## config.mk

```make
export PLATFORM = sky130hd
export DESIGN_NAME = tens_complement_decimal_alu_top
export DESIGN_NICKNAME = d
export VERILOG_FILES = /design/src/rtl/tcda_pkg.sv /design/src/rtl/tens_complement_decimal_alu_top.sv /design/src/rtl/tcda_dabble.sv
export SDC_FILE = /design/constraint.sdc
export NUM_CORES = 1
export LEC_CHECK = 0
export ABC_AREA = 1
export ABC_CLOCK_PERIOD_IN_PS = 7550
export BUFFER_PORTS_ARGS = -buffer_cell sky130_fd_sc_hd__buf_2
export CORE_AREA = 10 10 513 515
export DETAILED_ROUTE_END_ITERATION = 12
export DIE_AREA = 0 0 523 525
export PLACE_DENSITY = 0.43
export SLEW_MARGIN = 20
export SYNTH_ARGS = -nofsm -noshare
export SYNTH_HDL_FRONTEND = slang
export SYNTH_HIERARCHICAL = 1
export SYNTH_SLANG_ARGS = --single-unit
```

## constraint.sdc

```tcl
create_clock -name clk -period 7.55 [get_ports clk]
set_clock_uncertainty 0.15 [all_clocks]
set_input_delay 0 -clock clk [delete_from_list [all_inputs] [get_ports clk]]
set_output_delay 0 -clock clk [all_outputs]
set_load 0.02 [all_outputs]
```

## src/rtl/tcda_pkg.sv

```systemverilog
// Shared types and constants for the ten's complement decimal ALU.
`timescale 1ns / 1ps

package tcda_pkg;

  localparam int NIBBLES     = 16;
  localparam int BIN_W       = 32;
  localparam int BCD_DIGITS  = 10;
  localparam int BCD_W       = 4 * BCD_DIGITS;
  localparam int DABBLE_BITS = 8;
  localparam int KIND_W      = 3;

  typedef enum logic [KIND_W-1:0] {
    KIND_ADD   = 3'd0,
    KIND_NEG   = 3'd1,
    KIND_UCMP  = 3'd2,
    KIND_SCMP  = 3'd3,
    KIND_NZ    = 3'd4,
    KIND_SIGN  = 3'd5,
    KIND_BIN   = 3'd6
  } kind_t;

  typedef logic [1:0] order_t;
  localparam order_t ORD_EQ    = 2'b00;
  localparam order_t ORD_ABOVE = 2'b01;
  localparam order_t ORD_BELOW = 2'b11;

  typedef logic [NIBBLES-1:0][4:0] dsum_t;
  typedef logic [BCD_W-1:0]        bcd_t;

endpackage

```

## src/rtl/tens_complement_decimal_alu_top.sv

```systemverilog
// Ten's complement decimal ALU: four-stage pipeline with stream ports.
// Each item passes the stage 1, 2, 3 and 4 registers before it reaches out_tvalid.
// Throughput: one item per cycle while out_tready is high; the four-stage split of the 32-bit
// binary-to-BCD conversion (8 bits per stage) sets the depth.
// Stalls back-pressure stage by stage; bubbles are filled.
// Reset (rst_n low, synchronous) clears the stage valid bits only.
`timescale 1ns / 1ps

module tens_complement_decimal_alu_top #(
  parameter int DIGITS = 16
) (
  input  logic         clk,
  input  logic         rst_n,
  input  logic         in_tvalid,
  output logic         in_tready,
  input  logic [159:0] in_tdata,   // operand_a[63:0], operand_b[127:64], binary_value[159:128]
  input  logic [2:0]   in_tuser,   // kind[2:0]
  output logic         out_tvalid,
  input  logic         out_tready,
  output logic [71:0]  out_tdata   // result_digits[63:0], order[65:64], flag[66], zero[71:67]
);

  localparam int          DW        = 4 * DIGITS;
  localparam int          SIGN_LSB  = 4 * (DIGITS - 1);
  localparam logic [64:0] MASK_W    = (65'd1 << DW) - 65'd1;
  localparam logic [63:0] DIG_MASK  = MASK_W[63:0];
  localparam int          NB        = tcda_pkg::NIBBLES;
  localparam int          DB        = tcda_pkg::DABBLE_BITS;

  // handshake
  logic v1_r, v2_r, v3_r, v4_r;
  logic rdy1, rdy2, rdy3, rdy4;

  assign rdy4      = !v4_r || out_tready;
  assign rdy3      = !v3_r || rdy4;
  assign rdy2      = !v2_r || rdy3;
  assign rdy1      = !v1_r || rdy2;
  assign in_tready = rdy1;

  always_ff @(posedge clk) begin
    if (!rst_n) begin
      v1_r <= 1'b0;
      v2_r <= 1'b0;
      v3_r <= 1'b0;
      v4_r <= 1'b0;
    end else begin
      if (rdy1) v1_r <= in_tvalid;
      if (rdy2) v2_r <= v1_r;
      if (rdy3) v3_r <= v2_r;
      if (rdy4) v4_r <= v3_r;
    end
  end

  // stage 1: operand prep, digit sums, compares, tests, dabble 31..24
  tcda_pkg::kind_t  kind_in;
  logic [63:0]      a_m, b_m, opa, opb;
  logic [31:0]      bin_in;
  logic             na, nb, cin_nxt;
  tcda_pkg::order_t ord_nxt;
  logic             flag_nxt;
  tcda_pkg::dsum_t  t_nxt;
  tcda_pkg::bcd_t   bcd1_nxt;

  assign kind_in = tcda_pkg::kind_t'(in_tuser);
  assign a_m     = in_tdata[63:0] & DIG_MASK;
  assign b_m     = in_tdata[127:64] & DIG_MASK;
  assign bin_in  = in_tdata[159:128];
  assign na      = a_m[SIGN_LSB +: 4] >= 4'd5;
  assign nb      = b_m[SIGN_LSB +: 4] >= 4'd5;

  always_comb begin
    opa     = a_m;
    opb     = b_m;
    cin_nxt = 1'b0;
    if (kind_in == tcda_pkg::KIND_NEG) begin
      for (int i = 0; i < NB; i++) begin
        opa[4*i +: 4] = 4'd9 - a_m[4*i +: 4];
      end
      opb     = '0;
      cin_nxt = 1'b1;
    end
    for (int i = 0; i < NB; i++) begin
      t_nxt[i] = {1'b0, opa[4*i +: 4]} + {1'b0, opb[4*i +: 4]};
    end
  end

  always_comb begin
    ord_nxt  = tcda_pkg::ORD_EQ;
    flag_nxt = 1'b0;
    unique case (kind_in)
      tcda_pkg::KIND_UCMP: begin
        if (a_m > b_m)      ord_nxt = tcda_pkg::ORD_ABOVE;
        else if (a_m < b_m) ord_nxt = tcda_pkg::ORD_BELOW;
      end
      tcda_pkg::KIND_SCMP: begin
        if (na && !nb)      ord_nxt = tcda_pkg::ORD_BELOW;
        else if (!na && nb) ord_nxt = tcda_pkg::ORD_ABOVE;
        else if (a_m > b_m) ord_nxt = tcda_pkg::ORD_ABOVE;
        else if (a_m < b_m) ord_nxt = tcda_pkg::ORD_BELOW;
      end
      tcda_pkg::KIND_NZ:   flag_nxt = |a_m;
      tcda_pkg::KIND_SIGN: flag_nxt = na;
      default: ;
    endcase
  end

  tcda_dabble u_dab1 (
    .bcd_in  ('0),
    .bits_in (bin_in[31:24]),
    .bcd_out (bcd1_nxt)
  );

  tcda_pkg::kind_t  kind1_r, kind2_r, kind3_r;
  tcda_pkg::dsum_t  t1_r, t2_r;
  logic             cin1_r;
  tcda_pkg::order_t ord1_r, ord2_r, ord3_r;
  logic             flag1_r, flag2_r, flag3_r;
  tcda_pkg::bcd_t   bcd1_r, bcd2_r, bcd3_r;
  logic [23:0]      bin1_r;
  logic [15:0]      bin2_r;
  logic [DB-1:0]    bin3_r;

  always_ff @(posedge clk) begin
    if (rdy1) begin
      kind1_r <= kind_in;
      t1_r    <= t_nxt;
      cin1_r  <= cin_nxt;
      ord1_r  <= ord_nxt;
      flag1_r <= flag_nxt;
      bcd1_r  <= bcd1_nxt;
      bin1_r  <= bin_in[23:0];
    end
  end

  // stage 2: decimal carry lookahead, dabble 23..16
  logic [4:0][NB-1:0] gk, pk;
  logic [NB-1:0]      c_nxt;
  tcda_pkg::bcd_t     bcd2_nxt;
  logic [NB-1:0]      c2_r;

  always_comb begin
    for (int i = 0; i < NB; i++) begin
      gk[0][i] = t1_r[i] >= 5'd10;
      pk[0][i] = t1_r[i] == 5'd9;
    end
    for (int l = 0; l < 4; l++) begin
      for (int i = 0; i < NB; i++) begin
        if (i >= (1 << l)) begin
          gk[l+1][i] = gk[l][i] | (pk[l][i] & gk[l][i - (1 << l)]);
          pk[l+1][i] = pk[l][i] & pk[l][i - (1 << l)];
        end else begin
          gk[l+1][i] = gk[l][i];
          pk[l+1][i] = pk[l][i];
        end
      end
    end
    c_nxt[0] = cin1_r;
    for (int i = 1; i < NB; i++) begin
      c_nxt[i] = gk[4][i-1] | (pk[4][i-1] & cin1_r);
    end
  end

  tcda_dabble u_dab2 (
    .bcd_in  (bcd1_r),
    .bits_in (bin1_r[23:16]),
    .bcd_out (bcd2_nxt)
  );

  always_ff @(posedge clk) begin
    if (rdy2) begin
      kind2_r <= kind1_r;
      t2_r    <= t1_r;
      c2_r    <= c_nxt;
      ord2_r  <= ord1_r;
      flag2_r <= flag1_r;
      bcd2_r  <= bcd2_nxt;
      bin2_r  <= bin1_r[15:0];
    end
  end

  // stage 3: sum digits, dabble 15..8
  logic [63:0]    sum_nxt, sum3_r;
  logic [4:0]     s5;
  tcda_pkg::bcd_t bcd3_nxt;

  always_comb begin
    sum_nxt = '0;
    s5      = '0;
    for (int i = 0; i < NB; i++) begin
      s5 = t2_r[i] + {4'd0, c2_r[i]};
      if (s5 > 5'd9) s5 = s5 - 5'd10;
      sum_nxt[4*i +: 4] = s5[3:0];
    end
  end

  tcda_dabble u_dab3 (
    .bcd_in  (bcd2_r),
    .bits_in (bin2_r[15:8]),
    .bcd_out (bcd3_nxt)
  );

  always_ff @(posedge clk) begin
    if (rdy3) begin
      kind3_r <= kind2_r;
      sum3_r  <= sum_nxt;
      ord3_r  <= ord2_r;
      flag3_r <= flag2_r;
      bcd3_r  <= bcd3_nxt;
      bin3_r  <= bin2_r[7:0];
    end
  end

  // stage 4: dabble 7..0, result select, output register
  tcda_pkg::bcd_t   bcd4_nxt;
  logic [63:0]      res_nxt, res4_r;
  tcda_pkg::order_t ord4_r;
  logic             flag4_r;

  tcda_dabble u_dab4 (
    .bcd_in  (bcd3_r),
    .bits_in (bin3_r),
    .bcd_out (bcd4_nxt)
  );

  always_comb begin
    unique case (kind3_r)
      tcda_pkg::KIND_ADD,
      tcda_pkg::KIND_NEG: res_nxt = sum3_r & DIG_MASK;
      tcda_pkg::KIND_BIN: res_nxt = {{(64 - tcda_pkg::BCD_W){1'b0}}, bcd4_nxt} & DIG_MASK;
      default:            res_nxt = '0;
    endcase
  end

  always_ff @(posedge clk) begin
    if (rdy4) begin
      res4_r  <= res_nxt;
      ord4_r  <= ord3_r;
      flag4_r <= flag3_r;
    end
  end

  assign out_tvalid = v4_r;
  assign out_tdata  = {5'd0, flag4_r, ord4_r, res4_r};

endmodule

```

## src/rtl/tcda_dabble.sv

```systemverilog
// Eight shift-and-add-3 steps of binary to BCD conversion.
`timescale 1ns / 1ps

module tcda_dabble (
  input  tcda_pkg::bcd_t                        bcd_in,
  input  logic [tcda_pkg::DABBLE_BITS-1:0]      bits_in,
  output tcda_pkg::bcd_t                        bcd_out
);

  tcda_pkg::bcd_t step [tcda_pkg::DABBLE_BITS+1];
  tcda_pkg::bcd_t adj  [tcda_pkg::DABBLE_BITS];

  always_comb begin
    step[0] = bcd_in;
    for (int s = 0; s < tcda_pkg::DABBLE_BITS; s++) begin
      adj[s] = step[s];
      for (int d = 0; d < tcda_pkg::BCD_DIGITS; d++) begin
        if (step[s][4*d +: 4] >= 4'd5) begin
          adj[s][4*d +: 4] = step[s][4*d +: 4] + 4'd3;
        end
      end
      // msb first
      step[s+1] = {adj[s][tcda_pkg::BCD_W-2:0], bits_in[tcda_pkg::DABBLE_BITS-1-s]};
    end
    bcd_out = step[tcda_pkg::DABBLE_BITS];
  end

endmodule

```

==> flow_summary_export.csv <==
group,metric,value,unit
setup_path,critical_path.reg2reg.endpoint,"res4_r[38]",
synthesis,post_synth_inst_count,8268,
die,core.rowCount,185,
setup_path,path_class,"reg -> reg",
setup_path,crit_path_max_incr_delay,420,ps
synthesis,dominantRegCellSynth,"edfxtp_1",
sta,tightest_slew,1020,ps
setup_path,rr_startpoint,"bcd3_r[32]",
sta,hold_slack,59.7,ps
sta,final_min_period_over_clock_period,0.886,
synthesis,postSynthAreaPerCell,7.00,sq um
synthesis,netlist_top_cells_area,"edfxtp_1, nand2_1, ha_1",
setup_path,critical_path.max_fanout,4,
setup_path,timing.critical_path.from_type,"flop",
synthesis,synth_top_area_share,0.256,
placement,gp_weighted_congestion,0.830,
grt,grt_overflow_total,0,
setup_path,critical_path_arrival,6910,ps
synthesis,synthDistinctLibCells,59,
final_layout,final_layout_size_suffix_gt1_frac,0.181,
synthesis,synth_enable_flop_cells,494,
sta,maxSlewHeadroom,0.313,
setup_path,crit_required,7770,ps
sta,final_setup_violation_count,0,
clock_tree,worst_skew_pair.late_latency,690,ps
final_layout,nets,9588,
sta,finalWorstPathRequiredPeriod,6690,ps
sta,grt_setup_unrepaired,"false",
setup_path,timing.critical_path.slowest_stage_cell,"edfxtp_1",
final_layout,area_growth_syn_to_layout,19.3,%
setup_path,critical_path.most_common_cell,"nand2_1",
clock_tree,numCtsBuffers,69,
detailed_routing,detailedRoute.firstPassIterationCount,5,
sta,fmax,149,MHz
die,start_util,0.229,
detailed_routing,via_per_inst,4.18,
detailed_routing,detailroute.via_count,51800,
clock_tree,htree_num_levels,3,
grt,grt_first_pass_wirelength,240000,um
setup_path,worst-r2r-setup-slack,860,ps
die,ioPinCount,241,
synthesis,synth-seq-area-share,0.258,
setup_path,number_of_cells_on_the_worst_reg_to_reg_path,61,
detailed_routing,antenna_left,0,
sta,report.final.slew_viol_count,0,
grt,grt_pass1_vias,50400,
clock_tree,clock-sinks,498,
final_layout,filler_cell_count,27300,
synthesis,synthArstFlopShare,0,
min_path,worstHoldPathType,"in -> reg",
die,die_area,275000,sq um
final_layout,layout.cells.most_common,"nand2_1",
grt,number_of_antenna_violations_at_the_first_check_in_global_routing,12,
clock_tree,cts.root.buffer_cell,"clkbuf_16",
detailed_routing,initialDrtViolationCount,2126,
clock_tree,ctsLongestPathBuffers,3,
synthesis,synth_warnings,6,
setup_path,endpoint_kind,"flop",
detailed_routing,wirelength,143000,um
placement,post-dp-hpwl,117000,um
detailed_routing,drc,0,
synthesis,synth.ff_latch_count,498,
setup_path,cp-endpoint,"res4_r[38]",
grt,grt_max_degree,95,
final_layout,final_cell_mix,"nand2_1, inv_1, nand3_1",
grt,globalRouteTotalUtil,0.102,
setup_path,crit_start,"bcd3_r[32]",
die,die_y,525,um
synthesis,netlist_area,57900,sq um
clock_tree,clock_tree_from_tritoncts,"done",
job,max_cap_violation_count,0,
die,core-area,253000,sq um
detailed_routing,drt-wirelength-per-cell,11.5,um
sta,report.final.hold_viol_count,0,
placement,io_buffer_count,235,
synthesis,synth_top_area_cell,"edfxtp_1",
status,run_status,"finished, final reports clean",
clock_tree,clkTransAtPathRegs,60,ps
sta,totalNegativeSetupSlack,0,ps
die,die_w,523,um
-- how the worst min path moves through the flow --
stage | start | to | slack, ps | cells after the start
6_report | in_tdata[62] | t1_r[79] | 60 | 6
5_1_grt | in_tdata[26] | t1_r[32] | 100 | 5
4_1_cts | in_tdata[32] | t1_r[42] | 3 | 6
3_5_place_dp | in_tdata[151] | bin1_r[23] | 30 | 1
3_3_place_gp | in_tdata[150] | bin1_r[22] | 30 | 1
2_1_floorplan | in_tdata[128] | bin1_r[0] | -50 | 0
-- sequential cells by signal, indices dropped and copies added, names as in the netlist, 3 cells and up --
name     count
t1_r        80
t2_r        80
res4_r      64
sum3_r      64
bcd1_r      40
bcd2_r      40
bcd3_r      40
bin1_r      24
bin2_r      16
c2_r        16
bin3_r       8
kind1_r      3
kind2_r      3
kind3_r      3
-- routing by layer --
layer | share of wire | GRT usage | vias to the layer above
met5 | 0.000084 | 0 | -
li1 | - | - | 28100
met1 | 0.48 | 0.132 | 23200
met3 | 0.028 | 0.0108 | 148
met4 | 0.022 | 0.0274 | 2
met2 | 0.47 | 0.179 | 460
-- area by class of cell --
cell class              count  area [sq um]  area share
multi-input cells        6326         37500       0.543
flip-flops and latches    498         14900       0.216
inverters                1526          5740      0.0831
repair buffers            544          4270      0.0618
well taps                3366          4210      0.0610
clock buffers              79          1760      0.0255
clock inverters            47           629     0.00911
diodes                      6          15.0    0.000217
-- synthesized netlist by cell type (108+ instances only) --
master / instances
a21oi_1: 127
edfxtp_1: 494
ha_1: 440
inv_1: 1346
inv_2: 165
nand2_1: 2636
nand2_2: 508
nand3_1: 780
nand3_2: 238
nand4_1: 227
nor2_1: 145
o21ai_2: 156
xnor2_1: 108
xor2_1: 136
-- through the flow --
step           std cells  instance area [sq um]  utilization  setup slack, ps
2_1_floorplan       8384                  58300            -              200
3_3_place_gp       12000                  63700        0.252              817
3_5_place_dp       12000                  63700        0.252              914
4_1_cts            12400                  69000        0.273              857
5_1_grt            12400                  69100        0.273             10.5
6_report           12400                  69100        0.273              860
-- worst max-delay path, delay by kind of cell (launching register included) --
family / cells / cell delay, ps
flip-flops: 1 / 420
AND/OR/NAND/NOR: 38 / 3550
AO/OA/AOI/OAI: 1 / 70
buffers and inverters: 14 / 850
adder cells (fa/ha/maj): 8 / 1360
-- kinds of logic after synthesis --
kind of cell | after synthesis | synth area share
xor+xnor | 260 | 0.0414
buf+inv | 1560 | 0.102
flops | 498 | 0.258
fa+ha+maj | 456 | 0.101
mux | 24 | 0.00415
compound gates | 610 | 0.0705
simple gates | 4859 | 0.423
other cells | 1 | 0.0000648
-- what timing repair did --
action / in CTS / in global routing
hold buffers: 298 / 0
hold endpoints to repair: 143 / 0
gates resized for setup: 0 / 1
buffers inserted: 0 / 0
endpoints found under the setup margin: 0 / 2
Power is not shown: default switching activity piles up to over one toggle a cycle in this logic, so the estimate is an artifact.
